--- config.mk ---
export PLATFORM = sky130hd
export DESIGN_NAME = avr_subset_instruction_execute
export DESIGN_NICKNAME = d
export VERILOG_FILES = /design/src/sv/avrsie_pkg.sv /design/src/sv/avrsie_regfile.sv /design/src/sv/avrsie_exec.sv /design/src/sv/avr_subset_instruction_execute.sv
export SDC_FILE = /design/constraint.sdc
export NUM_CORES = 1
export LEC_CHECK = 0
export BUFFER_PORTS_ARGS = -buffer_cell sky130_fd_sc_hd__buf_2
export CORE_MARGIN = 2
export CORE_UTILIZATION = 51
export CTS_CLUSTER_DIAMETER = 50
export DETAILED_ROUTE_END_ITERATION = 6
export PLACE_DENSITY = 0.67
export SLEW_MARGIN = 40
export SYNTH_ARGS = -nofsm -noshare
export SYNTH_HDL_FRONTEND = slang
export SYNTH_SLANG_ARGS = --single-unit
--- constraint.sdc ---
create_clock -name clk -period 6.4 [get_ports clk]
set_input_delay 0 -clock clk [delete_from_list [all_inputs] [get_ports clk]]
set_output_delay 0 -clock clk [all_outputs]
set_load 0.01 [all_outputs]
--- src/sv/avrsie_pkg.sv ---
// Shared types, constants and the instruction decoder of the AVR subset executor.
`timescale 1ns / 1ps

package avrsie_pkg;

    typedef enum logic [3:0] {
        OP_ADD,
        OP_ADC,
        OP_SUB,
        OP_SUBI,
        OP_SBCI,
        OP_LDI,
        OP_OUT,
        OP_RJMP,
        OP_BRNE,
        OP_NOP,
        OP_UNKNOWN
    } op_t;

    localparam logic [5:0] PORTB_ADDR = 6'h18;

    localparam int FLAG_C = 0;
    localparam int FLAG_Z = 1;
    localparam int FLAG_N = 2;
    localparam int FLAG_V = 3;
    localparam int FLAG_S = 4;
    localparam int FLAG_H = 5;

    // register file write port
    typedef struct packed {
        logic       en;
        logic [4:0] addr;
        logic [7:0] data;
    } wr_t;

    // register file read request, issued with the input beat
    typedef struct packed {
        logic       en;
        logic [4:0] addr_a;
        logic [4:0] addr_b;
    } rd_req_t;

    // architectural values after one instruction
    typedef struct packed {
        logic [11:0] next_pc;
        logic [5:0]  pins;
        logic [7:0]  flags;
        logic        unknown;
    } res_t;

    function automatic op_t decode_op(input logic [15:0] w);
        op_t op;
        begin
            unique casez (w)
                16'b0000_11??_????_????: op = OP_ADD;
                16'b0001_11??_????_????: op = OP_ADC;
                16'b0001_10??_????_????: op = OP_SUB;
                16'b0101_????_????_????: op = OP_SUBI;
                16'b0100_????_????_????: op = OP_SBCI;
                16'b1110_????_????_????: op = OP_LDI;
                16'b1011_1???_????_????: op = OP_OUT;
                16'b1100_????_????_????: op = OP_RJMP;
                16'b1111_01??_????_?001: op = OP_BRNE;
                16'b0000_0000_0000_0000: op = OP_NOP;
                default:                 op = OP_UNKNOWN;
            endcase
            return op;
        end
    endfunction

    // immediate forms address R16..R31 through bits 7:4
    function automatic logic uses_high_reg(input op_t op);
        begin
            return (op == OP_SUBI) || (op == OP_SBCI) || (op == OP_LDI);
        end
    endfunction

endpackage

--- src/sv/avrsie_regfile.sv ---
// 32 x 8 register file with registered two-port read and write bypass.
`timescale 1ns / 1ps

module avrsie_regfile
(
    input  logic               clk,
    input  logic               rst_n,
    input  avrsie_pkg::rd_req_t rd_req,
    input  avrsie_pkg::wr_t    wr,
    output logic [7:0]         rd_a,
    output logic [7:0]         rd_b
);

    logic [7:0]  mem [32];
    logic [31:0] valid_reg;
    logic [7:0]  rd_a_reg;
    logic [7:0]  rd_b_reg;

    always_ff @(posedge clk or negedge rst_n)
    begin
        if (!rst_n)
        begin
            valid_reg <= '0;
        end
        else if (wr.en)
        begin
            valid_reg[wr.addr] <= 1'b1;
        end
    end

    always_ff @(posedge clk)
    begin
        if (wr.en)
        begin
            mem[wr.addr] <= wr.data;
        end
    end

    // entries never written read as zero
    always_ff @(posedge clk)
    begin
        if (rd_req.en)
        begin
            if (wr.en && wr.addr == rd_req.addr_a)
                rd_a_reg <= wr.data;
            else if (valid_reg[rd_req.addr_a])
                rd_a_reg <= mem[rd_req.addr_a];
            else
                rd_a_reg <= 8'h00;

            if (wr.en && wr.addr == rd_req.addr_b)
                rd_b_reg <= wr.data;
            else if (valid_reg[rd_req.addr_b])
                rd_b_reg <= mem[rd_req.addr_b];
            else
                rd_b_reg <= 8'h00;
        end
    end

    assign rd_a = rd_a_reg;
    assign rd_b = rd_b_reg;

endmodule

--- src/sv/avrsie_exec.sv ---
// Execute stage: ALU, flags, program counter and port latch of the AVR subset.
`timescale 1ns / 1ps

module avrsie_exec
#(
    parameter int PROGRAM_WORDS = 4096,
    parameter int PIN_COUNT     = 6
)
(
    input  logic                 clk,
    input  logic                 rst_n,
    input  logic                 go,
    input  avrsie_pkg::op_t      op,
    input  logic [15:0]          instr,
    input  logic [7:0]           opa,
    input  logic [7:0]           opb,
    output avrsie_pkg::wr_t      wr,
    output avrsie_pkg::res_t     res
);

    // bias keeps pc + 1 + offset non-negative and a multiple of the program size
    localparam int BIAS   = PROGRAM_WORDS * ((2048 + PROGRAM_WORDS - 1) / PROGRAM_WORDS);
    localparam int UMAX   = 4095 + 1 + 2047 + BIAS;
    localparam int UW     = $clog2(UMAX + 1);
    localparam int SH     = UW + $clog2(PROGRAM_WORDS);
    localparam int PRODW  = 2 * UW + 1;
    localparam longint unsigned RECIP =
        ((64'd1 << SH) + longint'(PROGRAM_WORDS) - 64'd1) / longint'(PROGRAM_WORDS);
    localparam logic [5:0] PIN_MASK = 6'(((1 << PIN_COUNT) - 1) & 'h3F);

    logic [11:0] pc_reg;
    logic [7:0]  flags_reg;
    logic [5:0]  pins_reg;

    logic [4:0]  d5;
    logic [4:0]  dh;
    logic [7:0]  k8;
    logic [5:0]  io_addr;
    logic        is_alu;
    logic        is_sub;
    logic        use_imm;
    logic        cin;
    logic [7:0]  b;
    logic [7:0]  r;
    logic [7:0]  cv;
    logic [7:0]  ov;
    logic        z_new;
    logic [7:0]  flags_alu;
    logic signed [11:0] offset;
    logic [UW-1:0]    u;
    logic [PRODW-1:0] prod;
    logic [UW-1:0]    q;
    logic [UW-1:0]    rem;
    logic [11:0] pc_next;
    logic [7:0]  flags_next;
    logic [5:0]  pins_next;

    assign d5      = instr[8:4];
    assign dh      = {1'b1, instr[7:4]};
    assign k8      = {instr[11:8], instr[3:0]};
    assign io_addr = {instr[10:9], instr[3:0]};

    assign is_alu  = (op == avrsie_pkg::OP_ADD) || (op == avrsie_pkg::OP_ADC)
                  || (op == avrsie_pkg::OP_SUB) || (op == avrsie_pkg::OP_SUBI)
                  || (op == avrsie_pkg::OP_SBCI);
    assign is_sub  = (op == avrsie_pkg::OP_SUB) || (op == avrsie_pkg::OP_SUBI)
                  || (op == avrsie_pkg::OP_SBCI);
    assign use_imm = avrsie_pkg::uses_high_reg(op);
    assign cin     = ((op == avrsie_pkg::OP_ADC) || (op == avrsie_pkg::OP_SBCI))
                  & flags_reg[avrsie_pkg::FLAG_C];
    assign b       = use_imm ? k8 : opb;

    always_comb
    begin
        if (is_sub)
        begin
            r  = 8'(opa - b - 8'(cin));
            cv = (~opa & b) | (b & r) | (r & ~opa);
            ov = (opa & ~b & ~r) | (~opa & b & r);
        end
        else
        begin
            r  = 8'(opa + b + 8'(cin));
            cv = (opa & b) | (b & ~r) | (~r & opa);
            ov = (opa & b & ~r) | (~opa & ~b & r);
        end
    end

    // SBCI keeps Z only when it was already set
    assign z_new = (r == 8'h00)
                && ((op != avrsie_pkg::OP_SBCI) || flags_reg[avrsie_pkg::FLAG_Z]);

    assign flags_alu = {flags_reg[7:6], cv[3], r[7] ^ ov[7], ov[7], r[7], z_new, cv[7]};

    always_comb
    begin
        case (op)
            avrsie_pkg::OP_RJMP: offset = $signed(instr[11:0]);
            avrsie_pkg::OP_BRNE: offset = flags_reg[avrsie_pkg::FLAG_Z]
                                          ? 12'sd0 : 12'($signed(instr[9:3]));
            default:             offset = 12'sd0;
        endcase
    end

    // (pc + 1 + offset) mod PROGRAM_WORDS via exact reciprocal
    assign u       = UW'(BIAS + 1) + UW'(pc_reg) + UW'(offset);
    assign prod    = PRODW'(u) * PRODW'(RECIP);
    assign q       = UW'(prod >> SH);
    assign rem     = u - UW'(q * UW'(PROGRAM_WORDS));
    assign pc_next = rem[11:0];

    assign flags_next = is_alu ? flags_alu : flags_reg;
    assign pins_next  = ((op == avrsie_pkg::OP_OUT) && (io_addr == avrsie_pkg::PORTB_ADDR))
                        ? (opa[5:0] & PIN_MASK) : pins_reg;

    assign wr.en   = go && (is_alu || (op == avrsie_pkg::OP_LDI));
    assign wr.addr = use_imm ? dh : d5;
    assign wr.data = (op == avrsie_pkg::OP_LDI) ? k8 : r;

    always_ff @(posedge clk or negedge rst_n)
    begin
        if (!rst_n)
        begin
            pc_reg    <= '0;
            flags_reg <= '0;
            pins_reg  <= '0;
        end
        else if (go)
        begin
            pc_reg    <= pc_next;
            flags_reg <= flags_next;
            pins_reg  <= pins_next;
        end
    end

    assign res.next_pc = pc_next;
    assign res.pins    = pins_next;
    assign res.flags   = flags_next;
    assign res.unknown = (op == avrsie_pkg::OP_UNKNOWN);

    a_unknown_keeps_state: assert property (@(posedge clk) disable iff (!rst_n)
        go && (op == avrsie_pkg::OP_UNKNOWN) |=> $stable(flags_reg) && $stable(pins_reg))
        else $error("unknown word changed flags or pins");

    a_ldi_keeps_flags: assert property (@(posedge clk) disable iff (!rst_n)
        go && (op == avrsie_pkg::OP_LDI) |=> $stable(flags_reg))
        else $error("LDI changed flags");

endmodule

--- src/sv/avr_subset_instruction_execute.sv ---
// Top level of the AVR subset instruction executor.
//
// Input channel: one 16-bit instruction word per beat (in_valid / in_stall).
// Output channel: one beat per instruction (out_valid / out_stall) carrying the
// next fetch address, the port pin levels, the status flags and a flag for
// words outside the supported subset.
// A word is latched into the input register together with its two register
// file operands, executed once the output register is free or being taken,
// and its result captured in the output register.
// Throughput is one instruction per cycle while out_stall is low; register,
// flag and PC dependences between consecutive words resolve through the write
// bypass of the register file and the state registers of the execute stage.
// While out_stall holds a result, one more word may wait in the input
// register; after that in_stall rises until the result is taken.
// Reset clears the registers, flags, PC and pins to zero and empties both
// pipeline registers.
`timescale 1ns / 1ps

module avr_subset_instruction_execute
#(
    parameter int PROGRAM_WORDS = 4096,
    parameter int PIN_COUNT     = 6
)
(
    input  logic        clk,
    input  logic        rst_n,
    input  logic        in_valid,
    output logic        in_stall,
    input  logic [15:0] instruction,
    output logic        out_valid,
    input  logic        out_stall,
    output logic [11:0] next_pc,
    output logic [5:0]  port_pins,
    output logic [7:0]  status_flags,
    output logic        unknown_instruction
);

    logic               ir_valid_reg;
    logic [15:0]        ir_instr_reg;
    avrsie_pkg::op_t    ir_op_reg;
    logic               ov_valid_reg;
    avrsie_pkg::res_t   res_reg;

    logic               in_accept;
    logic               exec_go;
    avrsie_pkg::op_t    in_op;
    avrsie_pkg::rd_req_t rd_req;
    avrsie_pkg::wr_t    wr;
    avrsie_pkg::res_t   res;
    logic [7:0]         opa;
    logic [7:0]         opb;

    assign exec_go   = ir_valid_reg && (!ov_valid_reg || !out_stall);
    assign in_stall  = ir_valid_reg && ov_valid_reg && out_stall;
    assign in_accept = in_valid && !in_stall;

    assign in_op         = avrsie_pkg::decode_op(instruction);
    assign rd_req.en     = in_accept;
    assign rd_req.addr_a = avrsie_pkg::uses_high_reg(in_op)
                           ? {1'b1, instruction[7:4]} : instruction[8:4];
    assign rd_req.addr_b = {instruction[9], instruction[3:0]};

    avrsie_regfile u_regfile
    (
        .clk    (clk),
        .rst_n  (rst_n),
        .rd_req (rd_req),
        .wr     (wr),
        .rd_a   (opa),
        .rd_b   (opb)
    );

    avrsie_exec
    #(
        .PROGRAM_WORDS (PROGRAM_WORDS),
        .PIN_COUNT     (PIN_COUNT)
    )
    u_exec
    (
        .clk   (clk),
        .rst_n (rst_n),
        .go    (exec_go),
        .op    (ir_op_reg),
        .instr (ir_instr_reg),
        .opa   (opa),
        .opb   (opb),
        .wr    (wr),
        .res   (res)
    );

    always_ff @(posedge clk or negedge rst_n)
    begin
        if (!rst_n)
        begin
            ir_valid_reg <= 1'b0;
            ov_valid_reg <= 1'b0;
        end
        else
        begin
            if (in_accept)
                ir_valid_reg <= 1'b1;
            else if (exec_go)
                ir_valid_reg <= 1'b0;

            if (exec_go)
                ov_valid_reg <= 1'b1;
            else if (!out_stall)
                ov_valid_reg <= 1'b0;
        end
    end

    always_ff @(posedge clk)
    begin
        if (in_accept)
        begin
            ir_instr_reg <= instruction;
            ir_op_reg    <= in_op;
        end
        if (exec_go)
        begin
            res_reg <= res;
        end
    end

    assign out_valid           = ov_valid_reg;
    assign next_pc             = res_reg.next_pc;
    assign port_pins           = res_reg.pins;
    assign status_flags        = res_reg.flags;
    assign unknown_instruction = res_reg.unknown;

    a_exec_fills_output: assert property (@(posedge clk) disable iff (!rst_n)
        exec_go |=> out_valid)
        else $error("executed beat did not reach the output register");

    a_stall_only_when_full: assert property (@(posedge clk) disable iff (!rst_n)
        in_stall |-> ir_valid_reg && ov_valid_reg)
        else $error("input stalled with a free pipeline slot");

    a_held_word_waits: assert property (@(posedge clk) disable iff (!rst_n)
        ir_valid_reg && !exec_go |=> ir_valid_reg && $stable(ir_instr_reg))
        else $error("waiting instruction lost");

endmodule
==> run summary <==
===========================================================================================
Number of buffers inserted for hold repair after clock tree synthesis ........           12
Die X ........................................................................       195 um
Number of buffers added on ports .............................................           46
Critical Path Start .......................................................... ir_op_reg[2]
Slew margin rel. .............................................................        0.462
Synth warnings ...............................................................            0
Initial core utilization .....................................................        0.513
Via Count ....................................................................       10,600
Crit path max fanout .........................................................           32
Maximum level of the CTS H-tree ..............................................            2
Die extent in y ..............................................................       195 um
Global-route wire length before repair .......................................    67,600 um
Largest net degree at the start of global routing ............................           59
Sequential cell area .........................................................   10,900 um2
Core footprint ...............................................................   36,300 um2
Total power per unit cell area ...............................................   313 nW/um2
Post-synth design cell area ..................................................   18,700 um2
Floorplan die area ...........................................................   38,100 um2
Clock tree from TritonCTS ....................................................        built
Area used by multi-input combinational logic .................................     7390 um2
Final setup TNS ..............................................................         0 ps
Result of the run ............................................................ finished, violations left
Largest stage delay on the critical path .....................................       600 ps
Fraction of layout cells with a size suffix above 1 ..........................        0.317
Max IR drop VDD ..............................................................       166 uV
Power consumption ............................................................    0.00657 W
Worst EP required ............................................................      6540 ps
1st-pass router iterations ...................................................            7
Total count of max-transition violations in the final report .................            0
Count of inserted antenna diode cells ........................................            0
Unrepaired setup endpoints after global routing ..............................           no
Worst path most repeated cell ................................................ sky130_fd_sc_hd__nor2_1
HPWL reported at the end of detailed placement ...............................    28,300 um
Commonest non-fill, non-tap cells in the layout .............................. sky130_fd_sc_hd__edfxtp_1 (313), sky130_fd_sc_hd__mux4_2 (180), sky130_fd_sc_hd__nand2_1 (77)
Initial antenna violation count ..............................................            0
Cells along the critical path ................................................ mux2_2 > nor2_2 > mux2_2 > ha_1 > inv_1 > o21a_1 > o21ai_0 > a21oi_1 > nor2_1 > nor2_1 > nor2_1 > o21bai_1 > fa_1 > nand2_1 > o21ai_0 > mux2i_1 > inv_1
Number of enable-type register cells in the synthesized netlist ..............          313
Final worst path period share ................................................        0.800
Buffer cell driving the clock tree root ...................................... sky130_fd_sc_hd__clkbuf_16
Sinks on the clock net .......................................................          371
PnR worst setup slack ........................................................      1280 ps
Net count, final .............................................................        1,270
Worst clock skew .............................................................      13.7 ps
Pre-CTS worst setup slack ....................................................      1330 ps
Violations in the final reports .............................................. negative hold slack
Max Cap Violations ...........................................................            0
DR WL/cell ...................................................................      26.0 um
Area growth syn-to-layout ....................................................        12.7%
R2r startpoint ............................................................... ir_op_reg[2]
Max stage delay cell, worst path ............................................. sky130_fd_sc_hd__edfxtp_1
Proportion of register bits with asynchronous set or reset after synthesis ...        0.156
Hold Crit Class .............................................................. input pin to register
Average cell area after synthesis ............................................     16.3 um2
Data arrival time of the critical path .......................................      5260 ps
Capturing element type of the critical path ..................................     register
Number of buffers added for setup after CTS ..................................            0
Synthesized flop and latch total .............................................          371
Minimum clock period .........................................................      5120 ps
Worst Hold Launch ............................................................ instruction[4]
Clk_lat worst skew ...........................................................       550 ps
Number of buffers created by CTS .............................................           41
Number of design-rule violations left by the first detailed-router iteration .          920
Layout fillers ...............................................................        2,730
Routability Congestion .......................................................        0.868
Via count of the first global-routing pass ...................................       11,100
Number of distinct standard cells referenced by the synthesized netlist ......           64
Count of unresolved DRC violations after routing .............................            0
Leading cell type in the layout, fill and taps excluded ...................... sky130_fd_sc_hd__edfxtp_1
Highest clock rate ...........................................................      195 MHz
Boundary pin count ...........................................................           49
Most common flop cell mapped by yosys ........................................ sky130_fd_sc_hd__edfxtp_1
Clock Path Buffers ...........................................................            3
Overall overflow remaining after global route ................................            0
Critical Path Start Type .....................................................     register
Final ANT Viol Nets ..........................................................            0
Static power due to leakage ..................................................      7.55 nW
Vias per Instance ............................................................         6.22
Setup CP Type ................................................................ register to register
Setup Viol. Count Final ......................................................            0
Clk pin slew, worst setup/hold paths .........................................        60 ps
Final Hold Fails .............................................................            1
Total wire length ............................................................    44,500 um
Post-cts sizing count ........................................................            0
Flip-flop count of the largest register, all copies and words added ..........          256
Sequential element share of the synthesized area .............................        0.582
Hold_ws ......................................................................     -14.2 ps
Synthesized netlist cell count ...............................................        1,142
Worst-Margin Slew ............................................................       806 ps
Global routing usage summed across all routing layers ........................        0.242
Standard-cell row count ......................................................           70
===========================================================================================
## critical path, delay by kind of cell, from the launching register on
family                     cells  cell delay, ps
and+or+nand+nor                5             720
AOI/OAI and AO/OA              5             750
muxes                          3            1210
DFF                            1             600
buffers and inverters          2             610
adders and majority gates      2             820
## kinds of logic (layout without fill, tap and decap cells)
kind of cell             after synthesis  in the layout  share of synthesized area
flip-flops                           371            371                      0.582
AND/OR/NAND/NOR                      238            238                     0.0625
multiplexers                         226            226                      0.244
AO/OA/AOI/OAI                        122            122                     0.0422
buffers and inverters                114            213                     0.0257
adder cells (fa/ha/maj)               40             40                     0.0296
XOR/XNOR                              30             30                     0.0141
other                                  1              2                   0.000201
## layout make-up
class	count	area share
Clock buffer	49	0.0522
Clock inverter	26	0.0140
Inverter	50	0.00893
Multi-Input combinational cell	658	0.352
Sequential cell	371	0.516
Tap cell	468	0.0278
Timing Repair Buffer	88	0.0293
## Yosys cell counts (4+ instances only)
master,n,share of area
sky130_fd_sc_hd__a211oi_1,4,0.0016
sky130_fd_sc_hd__a21o_1,6,0.0024
sky130_fd_sc_hd__a21oi_1,33,0.0089
sky130_fd_sc_hd__a22o_1,6,0.0028
sky130_fd_sc_hd__and3_1,8,0.0027
sky130_fd_sc_hd__buf_2,17,0.0046
sky130_fd_sc_hd__buf_4,6,0.0024
sky130_fd_sc_hd__clkbuf_1,38,0.0076
sky130_fd_sc_hd__dfrtp_1,58,0.078
sky130_fd_sc_hd__edfxtp_1,313,0.50
sky130_fd_sc_hd__fa_1,7,0.0075
sky130_fd_sc_hd__ha_1,33,0.022
sky130_fd_sc_hd__inv_1,50,0.010
sky130_fd_sc_hd__mux2_2,30,0.018
sky130_fd_sc_hd__mux2i_1,16,0.0086
sky130_fd_sc_hd__mux4_2,180,0.22
sky130_fd_sc_hd__nand2_1,77,0.015
sky130_fd_sc_hd__nand2b_1,5,0.0017
sky130_fd_sc_hd__nand3_1,14,0.0038
sky130_fd_sc_hd__nor2_1,56,0.011
sky130_fd_sc_hd__nor2b_1,9,0.0030
sky130_fd_sc_hd__nor3_1,6,0.0016
sky130_fd_sc_hd__nor4_1,6,0.0020
sky130_fd_sc_hd__o21a_1,7,0.0028
sky130_fd_sc_hd__o21ai_0,19,0.0051
sky130_fd_sc_hd__o21ai_1,10,0.0027
sky130_fd_sc_hd__o21bai_1,7,0.0028
sky130_fd_sc_hd__o22ai_1,8,0.0027
sky130_fd_sc_hd__or2_1,19,0.0064
sky130_fd_sc_hd__or2_2,17,0.0057
sky130_fd_sc_hd__or3_1,5,0.0017
sky130_fd_sc_hd__xnor2_1,17,0.0080
sky130_fd_sc_hd__xor2_1,13,0.0061
## power by group
group	switching (W)	internal [W]	leakage, nW
Sequential	0.0000911	0.00295	3.61
Combinational	0.000648	0.000460	3.25
Clock	0.000953	0.00147	0.681
## per-layer routing
metal / GRT usage / up-vias / share of wire
met5: 0 / - / 0
met4: 0.111 / 0 / 0.046
met3: 0.0466 / 116 / 0.072
met2: 0.401 / 424 / 0.50
met1: 0.312 / 5436 / 0.39
li1: - / 4668 / -
## worst paths after layout
check	to	slack, ps	depth (start not counted)
setup reg to reg	u_regfile.mem[23][7]	1280	17
min in group asynchronous	u_exec.pc_reg[7]	40	3
hold / removal	ir_instr_reg[4]	-10	1
hold reg to reg	u_exec.pins_reg[1]	470	2
max in group asynchronous	u_regfile.valid_reg[5]	5910	3
setup / recovery	u_regfile.mem[23][7]	1280	17
## through the flow
stage	instance area, um2	std cells	hold WS (ps)	util
final	21000	1710	-14.2	0.578
after detailed placement	19500	1622	219	0.536
after global routing	21000	1710	24.6	0.578
after floorplan	18700	1143	-296	-
after CTS	21000	1709	4.79	0.578
after global placement	19400	1621	202	0.534
(Power assumes the default switching activity.)
